## src/sv/safe_pkg.sv

```systemverilog
// Package for the slot allocator: sizes, codes, types and field helpers.
// No dependencies; every other file of the block but the macros header imports it.
`default_nettype none

package safe_pkg;

  localparam int SLOT_COUNT   = 8;
  localparam int ID_BITS      = 10;

  localparam int IDX_W        = (SLOT_COUNT > 1) ? $clog2(SLOT_COUNT) : 1;
  localparam int CNT_W        = $clog2(SLOT_COUNT + 1);
  localparam int MODE_W       = 2;
  localparam int COORD_W      = 32;
  localparam int ID_FIELD_W   = 10;
  localparam int SLOT_FIELD_W = 3;
  localparam int ID_WIDE      = 16;
  localparam int IDX_WIDE     = 8;

  // Distance: each axis difference is floored by 2^DIST_SHIFT before squaring.
  localparam int DIST_SHIFT   = 8;
  localparam int Q_W          = COORD_W + 1 - DIST_SHIFT;
  localparam int SQ_W         = 2 * Q_W - 1;
  localparam int DIST_W       = SQ_W + 2;

  typedef logic [MODE_W-1:0]         mode_t;
  typedef logic [ID_BITS-1:0]        id_t;
  typedef logic [IDX_W-1:0]          idx_t;
  typedef logic signed [COORD_W-1:0] coord_t;
  typedef logic signed [Q_W-1:0]     q_t;
  typedef logic [SQ_W-1:0]           sq_t;
  typedef logic [DIST_W-1:0]         dist_t;

  localparam mode_t MODE_REQUEST = 2'd0;
  localparam mode_t MODE_RELEASE = 2'd1;
  localparam mode_t MODE_UPDATE  = 2'd2;

  typedef struct packed {
    logic   valid;
    id_t    owner;
    coord_t px;
    coord_t py;
    coord_t pz;
  } slot_t;

  typedef struct packed {
    logic is_req;
    idx_t idx;
    id_t  owner;
  } dist_tag_t;

  typedef enum logic [1:0] {
    ST_IDLE,
    ST_SCAN,
    ST_DRAIN,
    ST_DONE
  } state_t;

  function automatic id_t id_of(input logic [ID_FIELD_W-1:0] f);
    logic [ID_WIDE-1:0] t;
    id_t                r;
    t = ID_WIDE'(f);
    for (int i = 0; i < ID_BITS; i++) begin
      r[i] = t[i];
    end
    return r;
  endfunction

  function automatic logic [ID_FIELD_W-1:0] id_field(input id_t v);
    logic [ID_WIDE-1:0] t;
    t = '0;
    for (int i = 0; i < ID_BITS; i++) begin
      t[i] = v[i];
    end
    return t[ID_FIELD_W-1:0];
  endfunction

  function automatic logic [SLOT_FIELD_W-1:0] slot_field(input idx_t v);
    logic [IDX_WIDE-1:0] t;
    t = '0;
    for (int i = 0; i < IDX_W; i++) begin
      t[i] = v[i];
    end
    return t[SLOT_FIELD_W-1:0];
  endfunction

endpackage

`default_nettype wire

```

## src/sv/safe_cell.sv

```systemverilog
// One slot of the allocator table, a link in the rotating ring of cells.
// Depends on safe_pkg for the slot record type.
`default_nettype none

module safe_cell (
  input  logic           clk,
  input  logic           rst_n,
  input  logic           shift_en,
  input  logic           wr_en,
  input  safe_pkg::slot_t nbr_in,
  input  safe_pkg::slot_t wr_data,
  output safe_pkg::slot_t q
);
  import safe_pkg::*;

  logic   valid_r, valid_nxt;
  id_t    owner_r, owner_nxt;
  coord_t px_r, px_nxt;
  coord_t py_r, py_nxt;
  coord_t pz_r, pz_nxt;

  // A write lands in place; otherwise the ring moves one step when enabled.
  always_comb begin
    valid_nxt = valid_r;
    owner_nxt = owner_r;
    px_nxt    = px_r;
    py_nxt    = py_r;
    pz_nxt    = pz_r;
    if (wr_en) begin
      valid_nxt = wr_data.valid;
      owner_nxt = wr_data.owner;
      px_nxt    = wr_data.px;
      py_nxt    = wr_data.py;
      pz_nxt    = wr_data.pz;
    end else if (shift_en) begin
      valid_nxt = nbr_in.valid;
      owner_nxt = nbr_in.owner;
      px_nxt    = nbr_in.px;
      py_nxt    = nbr_in.py;
      pz_nxt    = nbr_in.pz;
    end
  end

  always_ff @(posedge clk) begin
    if (!rst_n) begin
      valid_r <= 1'b0;
    end else begin
      valid_r <= valid_nxt;
    end
  end

  always_ff @(posedge clk) begin
    owner_r <= owner_nxt;
    px_r    <= px_nxt;
    py_r    <= py_nxt;
    pz_r    <= pz_nxt;
  end

  assign q = {valid_r, owner_r, px_r, py_r, pz_r};

endmodule

`default_nettype wire

```

## config.mk

```make
export PLATFORM = sky130hd
export DESIGN_NAME = safe_cell
export DESIGN_NICKNAME = d
export VERILOG_FILES = /design/src/sv/safe_pkg.sv /design/src/sv/safe_cell.sv
export SDC_FILE = /design/constraint.sdc
export NUM_CORES = 1
export LEC_CHECK = 0
export ABC_AREA = 1
export BUFFER_PORTS_ARGS = -buffer_cell sky130_fd_sc_hd__buf_2
export CAP_MARGIN = 20
export CORE_AREA = 2 2 126 128
export CTS_CLUSTER_DIAMETER = 50
export DETAILED_ROUTE_END_ITERATION = 10
export DIE_AREA = 0 0 128 130
export PLACE_DENSITY_LB_ADDON = 0.08
export SYNTH_ARGS = -nofsm -noshare
export SYNTH_HDL_FRONTEND = slang
export SYNTH_SLANG_ARGS = --single-unit
```

## constraint.sdc

```tcl
create_clock -name clk -period 9.5 [get_ports clk]
set_clock_uncertainty 0.15 [all_clocks]
set_input_delay 1.9 -clock clk [delete_from_list [all_inputs] [get_ports clk]]
set_output_delay 1.9 -clock clk [all_outputs]
set_load 0.05 [all_outputs]
```

==> results.sh, run 1 <==
export IMPL_end_kind="flop"
export IMPL_min_period_ns=3.82
export IMPL_yosys_area_top_type="edfxtp_1"
export IMPL_synth_cell_types=10
export IMPL_cp_common_cell="buf_4"
export IMPL_worst_pin_slew_ns=1.04
export IMPL_crit_path_top_delay_cell="buf_4"
export IMPL_worstReg2RegEnd="valid_r"
export IMPL_crit_start="wr_en"
export IMPL_synthTopCellsByCount="nand2_1 (321), edfxtp_1 (106), buf_2 (14)"
export IMPL_r2r_setup_slack_ns=8.70
export IMPL_relSlewSlack=0.304
export IMPL_fmax_mhz=261
export IMPL_hold_violations=0
export IMPL_fin_ws_ns=5.68
export IMPL_postCtsSetupBuffers=0
export IMPL_yosys_warnings=0
export IMPL_path_buf_inv=3
export IMPL_drtPass1Iterations=4
export IMPL_core_sq_um=15400
export IMPL_drt_antenna_violating_nets=0
export IMPL_powerDensity_nw_per_um2=199
export IMPL_n_antenna_cell=0
export IMPL_cp_start_kind="primary input"
export IMPL_clkTransAtPathRegs_ns=0.07
export IMPL_ff2ff_path_depth=4
export IMPL_setup_viol=0
export IMPL_cts_sinks=107
export IMPL_syn_to_final_growth_pct=44.2
export IMPL_cts_resized=0
export IMPL_antenna_found_initial=1
export IMPL_cp_required_ns=9.32
export IMPL_synth_most_common_cell="nand2_1"
export IMPL_cp_num_cells=4
export IMPL_crit_family="buffers and inverters"
export IMPL_fin_setup_tns_ns=0
export IMPL_dpl_cell_area_sq_um=6320
export IMPL_max_cap_viol_count=0
export IMPL_p_leak_nw=3.50
export IMPL_grt_first_pass_wirelength_microns=18400
export IMPL_path_cells="buf_4 -> nor2_1 -> inv_4 -> buf_4"
export IMPL_gp_congestion=0.774
export IMPL_die_w_microns=128
export IMPL_ios=325
export IMPL_ys_ff_latch=107
export IMPL_grt_max_degree=108
export IMPL_cts_root_buf="clkbuf_16"
export IMPL_portBuffers=324
export IMPL_drt_wirelength_per_cell_microns=13.5
export IMPL_drt_iter0_markers=154
export IMPL_clk_latency_ns=0.33
export IMPL_rsz0062_at_grt="no"
export IMPL_seq_area_frac_synth=0.697
export IMPL_rr_startpoint="valid_r"
export IMPL_post_route_period_util=0.403
export IMPL_gr_total_overflow=0
export IMPL_drc_errors=0
export IMPL_fin_nets=989
export IMPL_start_util=0.298
export IMPL_cts_hold_buffers_added=0
export IMPL_finalInstanceArea_sq_um=6630
export IMPL_post_dp_hpwl_microns=10000
export IMPL_fp_row_count=46
export IMPL_outcome="completed"
export IMPL_syn_inst=458
export IMPL_cts_max_level=3
export IMPL_holdCritPathClass="flop to flop"
export IMPL_maxSlewViolCount=0
export IMPL_yosysTopAreaCellShare=0.693
export IMPL_die_area_sq_um=16600
export IMPL_whs_ns=0.439
export IMPL_fp_dieH_microns=130
export IMPL_cp_arrival_ns=3.64
export IMPL_path_max_fanout=59
export IMPL_ys_top_cells_by_area="edfxtp_1 (69%), nand2_1 (26%), buf_2 (1.5%)"
export IMPL_cts_buffer_depth=2
export IMPL_place_ws_ns=5.28
export IMPL_synth_edf_count=106
export IMPL_globalRouteTotalUtil=0.146
export IMPL_vdd_drop_max_v=0.000108
export IMPL_wl_microns=13100
export IMPL_synthArstFlopShare=0
export IMPL_max_stage_delay_ns=0.61
export IMPL_path_class="primary input to flop"
export IMPL_numCtsBuffers=9
export IMPL_vias_per_cell=4.20
export IMPL_post_route_util=0.430
export IMPL_crit_end="owner_r[1]"
export IMPL_num_vias=4060
export IMPL_grt_pass1_vias=3682
export IMPL_avgSynthCellArea_sq_um=10.0
export IMPL_synth_ff_type="edfxtp_1"
export IMPL_cts_tree="yes"
export IMPL_synth_area_sq_um=4600
export IMPL_synth_net_count=676
export IMPL_drive_gt1_frac=0.440
[worst min-delay path by stage]
stage,from,to,cells past startpoint
2_1_floorplan,valid_r,valid_r,4
3_3_place_gp,valid_r,valid_r,4
3_5_place_dp,valid_r,valid_r,4
4_1_cts,valid_r,valid_r,4
5_1_grt,valid_r,valid_r,4
6_report,valid_r,valid_r,4
[cell type report]
class | count | area [sq um]
repair buffers | 326 | 1640
fillers | 1576 | 8800
clock buffers | 10 | 229
flip-flops and latches | 107 | 3200
clock inverters | 5 | 78.8
inverters | 3 | 16.3
multi-input cells | 324 | 1220
well taps | 192 | 240
[tightest hold or removal path, cell delays in order, from the launching register on]
cell and delay (ns):
dfxtp_1 0.33, nand2_1 0.07, nand3_1 0.06, nand2_1 0.06
inv_1 0.03
[sequential cells by signal, summed over array words and instances, names as in the netlist]
name,cells
owner_r,10
px_r,32
py_r,32
pz_r,32
valid_r,1
[cell usage in the layout (no fill, tap or decap), types with 2 or more instances in the layout]
cell	instances
buf_2	323
nand2_1	321
edfxtp_1	106
clkbuf_16	9
buf_4	3
inv_4	2
nand3_1	2
bufinv_16	2
clkinvlp_4	2
[metal layers]
metal / track usage / routed length, microns / up-vias / share of wire
met4: 0.0595 / 267 / 2 / 0.020
met3: 0.0476 / 1270 / 20 / 0.097
met2: 0.260 / 6520 / 204 / 0.50
met1: 0.161 / 5030 / 1746 / 0.38
met5: 0 / 16 / - / 0.0012
li1: - / - / 2088 / -
[report_power, final]
group | internal (mW) | switching (mW)
sequential | 0.579 | 0.0116
clock | 0.229 | 0.153
combinational | 0.0815 | 0.263
[logic make-up after synthesis]
| group | synth area share |
|---|---|
| and+or+nand+nor | 0.265 |
| DFF | 0.697 |
| buffers and inverters | 0.0378 |
[per-stage QoR]
| stage | instances | power, mW |
|---|---|---|
| final | 967 | 1.32 |
| after global routing | 967 | 1.37 |
| after CTS | 967 | 1.33 |
| after detailed placement | 952 | 0.949 |
| after global placement | 952 | 0.947 |
| after floorplan | 458 | 0.842 |
Power figures use the tool's default switching activity.
==> inputs of run 2 (changes only) <==
--- a/config.mk
+++ b/config.mk
@@ -8,10 +8,10 @@
 export ABC_AREA = 1
 export BUFFER_PORTS_ARGS = -buffer_cell sky130_fd_sc_hd__buf_2
 export CAP_MARGIN = 20
-export CORE_AREA = 2 2 126 128
+export CORE_AREA = 2 2 125 127
 export CTS_CLUSTER_DIAMETER = 50
 export DETAILED_ROUTE_END_ITERATION = 10
-export DIE_AREA = 0 0 128 130
+export DIE_AREA = 0 0 127 129
 export PLACE_DENSITY_LB_ADDON = 0.08
 export SYNTH_ARGS = -nofsm -noshare
 export SYNTH_HDL_FRONTEND = slang
==> constraint.sdc (replaced) <==
create_clock -name clk -period 3.3 [get_ports clk]
set_clock_uncertainty 0.15 [all_clocks]
set_input_delay 0.66 -clock clk [delete_from_list [all_inputs] [get_ports clk]]
set_output_delay 0.66 -clock clk [all_outputs]
set_load 0.05 [all_outputs]
==> run 2 against run 1 <==
Effect of this change:
- largest power group unchanged
- non-clock buffer count up 3
- core utilization up 1.7 points
- cell area up 0.87%
- global-route usage up 1.9 points
- register-to-register slack worse by 6.2 ns
- critical path depth down 3
- critical endpoint is now q[106]
==> results.sh, run 2 (synthesized netlist as in run 1, its figures left out) <==
export IMPL_fmax_mhz=549
export IMPL_hold_violations=0
export IMPL_gr_total_overflow=0
export IMPL_ios=325
export IMPL_core_sq_um=15000
export IMPL_globalRouteTotalUtil=0.165
export IMPL_cts_sinks=107
export IMPL_whs_ns=0.363
export IMPL_wl_microns=14000
export IMPL_path_cells="buf_2"
export IMPL_cts_hold_buffers_added=0
export IMPL_cts_tree="yes"
export IMPL_gp_congestion=0.759
export IMPL_crit_family="flip-flops"
export IMPL_post_dp_hpwl_microns=10200
export IMPL_vias_per_cell=4.33
export IMPL_grt_max_degree=108
export IMPL_cts_buffer_depth=2
export IMPL_die_area_sq_um=16400
export IMPL_drt_iter0_markers=208
export IMPL_path_buf_inv=1
export IMPL_syn_to_final_growth_pct=45.4
export IMPL_min_period_ns=1.82
export IMPL_num_vias=4189
export IMPL_drt_antenna_violating_nets=0
export IMPL_cts_resized=0
export IMPL_cts_max_level=3
export IMPL_maxSlewViolCount=0
export IMPL_end_kind="output pin"
export IMPL_place_ws_ns=1.07
export IMPL_cts_root_buf="clkbuf_16"
export IMPL_grt_first_pass_wirelength_microns=20500
export IMPL_vdd_drop_max_v=0.000283
export IMPL_cp_start_kind="flop"
export IMPL_max_stage_delay_ns=0.37
export IMPL_crit_path_top_delay_cell="dfxtp_1"
export IMPL_total_power_mw=3.91
export IMPL_fin_nets=992
export IMPL_max_cap_viol_count=0
export IMPL_drtPass1Iterations=4
export IMPL_post_route_util=0.446
export IMPL_path_class="flop to output pin"
export IMPL_cp_required_ns=2.49
export IMPL_p_leak_nw=3.53
export IMPL_post_route_period_util=0.552
export IMPL_fin_ws_ns=1.48
export IMPL_cp_arrival_ns=1.01
export IMPL_fin_setup_tns_ns=0
export IMPL_n_antenna_cell=0
export IMPL_numCtsBuffers=9
export IMPL_antenna_found_initial=0
export IMPL_n_fill_cell=1497
export IMPL_rsz0062_at_grt="no"
export IMPL_fp_row_count=45
export IMPL_grt_pass1_vias=3946
export IMPL_drt_wirelength_per_cell_microns=14.5
export IMPL_relSlewSlack=0.529
export IMPL_path_max_fanout=2
export IMPL_start_util=0.307
export IMPL_setup_viol=0
export IMPL_portBuffers=324
export IMPL_postCtsSetupBuffers=0
export IMPL_top_regs="px_r: 32 flops, py_r: 32 flops, pz_r: 32 flops"
export IMPL_fp_dieH_microns=129
export IMPL_worst_pin_slew_ns=0.706
export IMPL_clk_latency_ns=0.34
export IMPL_powerDensity_nw_per_um2=585
export IMPL_clkTransAtPathRegs_ns=0.06
export IMPL_holdCritPathClass="primary input to flop"
export IMPL_final_cell_mix="buf_2 (323), nand2_1 (321), edfxtp_1 (106)"
export IMPL_outcome="completed"
export IMPL_drive_gt1_frac=0.442
export IMPL_drc_errors=0
export IMPL_layout_commonest_cell="buf_2"
export IMPL_die_w_microns=127
[run 2: where the power goes]
| group | switching, mW | internal, mW |
|---|---|---|
| sequential | 0.0346 | 1.67 |
| clock | 0.474 | 0.740 |
| combinational | 0.756 | 0.237 |
[run 2: final timing paths]
path                start      end  slack (ns)  cells after the start
hold / removal      rst_n  valid_r        0.36                      3
hold reg to reg   valid_r  valid_r        0.47                      4
setup / recovery  valid_r   q[106]        1.48                      1
setup reg to reg  valid_r  valid_r        2.46                      4
[run 2: area by class of cell]
cell class	instances	area (sq um)	share of cell area
clock buffer	11	233	0.0348
clock inverter	5	101	0.0152
inverter	3	17.5	0.00262
multi-input combinational	324	1220	0.182
sequential	107	3200	0.479
tap	188	235	0.0352
timing repair buffer	329	1670	0.251
[run 2: through the flow]
step	instance area (sq um)	std cells
2_1_floorplan	4600	458
3_3_place_gp	6330	950
3_5_place_dp	6330	950
4_1_cts	6660	966
5_1_grt	6680	967
6_report	6680	967
[run 2: per-layer routing]
metal  vias to the layer above  share of wire  GRT usage
li1                       2098              -          -
met1                      1852           0.39      0.184
met2                       216           0.51      0.291
met3                        23          0.085     0.0499
met4                         0          0.023     0.0737
met5                         -              0          0
==> inputs of run 3 (changes only) <==
--- a/config.mk
+++ b/config.mk
@@ -8,10 +8,10 @@
 export ABC_AREA = 1
 export BUFFER_PORTS_ARGS = -buffer_cell sky130_fd_sc_hd__buf_2
 export CAP_MARGIN = 20
-export CORE_AREA = 2 2 125 127
+export CORE_AREA = 2 2 126 128
 export CTS_CLUSTER_DIAMETER = 50
 export DETAILED_ROUTE_END_ITERATION = 10
-export DIE_AREA = 0 0 127 129
+export DIE_AREA = 0 0 128 130
 export PLACE_DENSITY_LB_ADDON = 0.08
 export SYNTH_ARGS = -nofsm -noshare
 export SYNTH_HDL_FRONTEND = slang
==> constraint.sdc (replaced) <==
create_clock -name clk -period 1.75 [get_ports clk]
set_clock_uncertainty 0.15 [all_clocks]
set_input_delay 0.35 -clock clk [delete_from_list [all_inputs] [get_ports clk]]
set_output_delay 0.35 -clock clk [all_outputs]
set_load 0.05 [all_outputs]
==> run 3 against run 2 <==
Effect of this change:
- total power grew 88%
- critical path depth is the same
- via count shrank 1.7%
- register-to-register slack lost 1.5 ns
- hold slack lost 0.32 ns
- sequential share of layout area shrank 0.78 points
- sequential power grew 88%
- clock power grew 85%
- core utilization shrank 0.58 points
- combinational power grew 90%
- flip-flop and latch count is the same
- die area grew 1.6%
- critical path type unchanged
- largest cell class unchanged
- largest power group unchanged
==> results.sh, run 3 (synthesized netlist as in run 1, its figures left out) <==
export IMPL_vdd_drop_max_v=0.000400
export IMPL_post_route_util=0.440
export IMPL_wl_microns=13600
export IMPL_cts_root_buf="clkbuf_16"
export IMPL_max_stage_delay_ns=0.41
export IMPL_grtUsageMet1=0.177
export IMPL_layout_commonest_cell="buf_2"
export IMPL_rsz0062_at_grt="no"
export IMPL_cp_start_kind="flop"
export IMPL_finalInstanceArea_sq_um=6790
export IMPL_fp_row_count=46
export IMPL_outcome="completed"
export IMPL_setup_viol=0
export IMPL_cts_resized=0
export IMPL_dpl_cell_area_sq_um=6460
export IMPL_drt_iter0_markers=168
export IMPL_core_sq_um=15400
export IMPL_gp_congestion=0.798
export IMPL_total_power_mw=7.34
export IMPL_p_leak_nw=3.58
export IMPL_fin_nets=995
export IMPL_rr_startpoint="valid_r"
export IMPL_max_cap_viol_count=0
export IMPL_maxSlewViolCount=0
export IMPL_relSlewSlack=0.756
export IMPL_path_max_fanout=1
export IMPL_path_class="flop to output pin"
export IMPL_crit_start="pz_r[20]"
export IMPL_met3_usage=0.0508
export IMPL_grt_pass1_vias=3820
export IMPL_path_buf_inv=1
export IMPL_cts_hold_buffers_added=0
export IMPL_fp_dieH_microns=130
export IMPL_cts_sinks=107
export IMPL_place_ws_ns=0.270
export IMPL_fmax_mhz=672
export IMPL_final_cell_mix="buf_2 (323), nand2_1 (321), edfxtp_1 (106)"
export IMPL_num_vias=4117
export IMPL_drc_errors=0
export IMPL_fin_ws_ns=0.262
export IMPL_postCtsSetupBuffers=0
export IMPL_gr_total_overflow=0
export IMPL_r2r_setup_slack_ns=0.99
export IMPL_top_regs="px_r: 32 flops, py_r: 32 flops, pz_r: 32 flops"
export IMPL_grt_max_degree=70
export IMPL_path_cells="buf_2"
export IMPL_powerDensity_nw_per_um2=1080
export IMPL_syn_to_final_growth_pct=47.8
export IMPL_drive_gt1_frac=0.445
export IMPL_die_area_sq_um=16600
export IMPL_start_util=0.298
export IMPL_use_met2=0.270
export IMPL_portBuffers=324
export IMPL_worst_pin_slew_ns=0.366
export IMPL_cp_arrival_ns=0.99
export IMPL_cts_tree="yes"
export IMPL_drt_antenna_violating_nets=0
export IMPL_end_kind="output pin"
export IMPL_grt_first_pass_wirelength_microns=19500
export IMPL_hold_start="rst_n"
export IMPL_globalRouteTotalUtil=0.156
export IMPL_numCtsBuffers=9
export IMPL_min_period_ns=1.49
export IMPL_clk_latency_ns=0.34
export IMPL_hold_violations=0
export IMPL_crit_path_top_delay_cell="edfxtp_1"
export IMPL_post_route_period_util=0.850
export IMPL_die_w_microns=128
export IMPL_cp_required_ns=1.25
export IMPL_fin_setup_tns_ns=0
export IMPL_ios=325
export IMPL_crit_family="flip-flops"
export IMPL_drtPass1Iterations=5
export IMPL_holdCritPathClass="primary input to flop"
export IMPL_antenna_found_initial=2
export IMPL_clkTransAtPathRegs_ns=0.07
export IMPL_busiest_layer="met2"
export IMPL_drt_wirelength_per_cell_microns=14.0
export IMPL_vias_per_cell=4.22
export IMPL_cts_buffer_depth=2
export IMPL_post_dp_hpwl_microns=10400
export IMPL_cts_max_level=3
==> run 3: cell count changes in the layout (fill, tap and decap cells not counted) <==
cell | before | now
buf_12 | 1 | 7
buf_4 | 5 | 2
clkbuf_1 | 2 | 0
clkinv_1 | 1 | 3
clkinv_2 | 0 | 1
clkinvlp_4 | 2 | 1
diode_2 | 0 | 1
nor2_1 | 1 | 0
nor2_4 | 0 | 1
==> run 3: metal layers <==
metal / up-vias / wire, microns / part of all wire
li1: 2105 / - / -
met1: 1795 / 5230 / 0.38
met2: 197 / 6840 / 0.50
met5: - / 11 / 0.00081
met4: 2 / 276 / 0.020
met3: 18 / 1280 / 0.094
==> run 3: final cells by class <==
class                   instances  area (sq um)
clock buffers                   9           225
diodes                          1          2.50
clock inverters                 7           106
multi-input cells             324          1230
flip-flops and latches        107          3200
well taps                     192           240
repair buffers                332          1770
fillers                      1587          8630
inverters                       3          17.5
==> run 3: power breakdown <==
group	internal [mW]	switching, mW	total [mW]	leakage, nW
logic	0.471	1.42	1.89	2.32
clock network	1.38	0.862	2.24	0.162
registers	3.14	0.0643	3.20	1.10
total	4.99	2.35	7.34	3.58
==> run 3: worst paths after layout <==
path              endpoint  cells after the start
setup reg to reg   valid_r                      4
hold reg to reg    valid_r                      4
setup / recovery     q[20]                      1
hold / removal     valid_r                      3
==> run 3: worst min-delay path, delay by kind of cell <==
kind,cells,cell delay (ns)
simple gates,1,0.04
buf+inv,2,0.12
==> run 3: metrics by stage <==
stage	hold WS [ns]	std cells
3_5_place_dp	0.391	958
4_1_cts	0.0239	974
5_1_grt	0.0563	975
3_3_place_gp	0.403	958
2_1_floorplan	0.298	458
6_report	0.0465	975
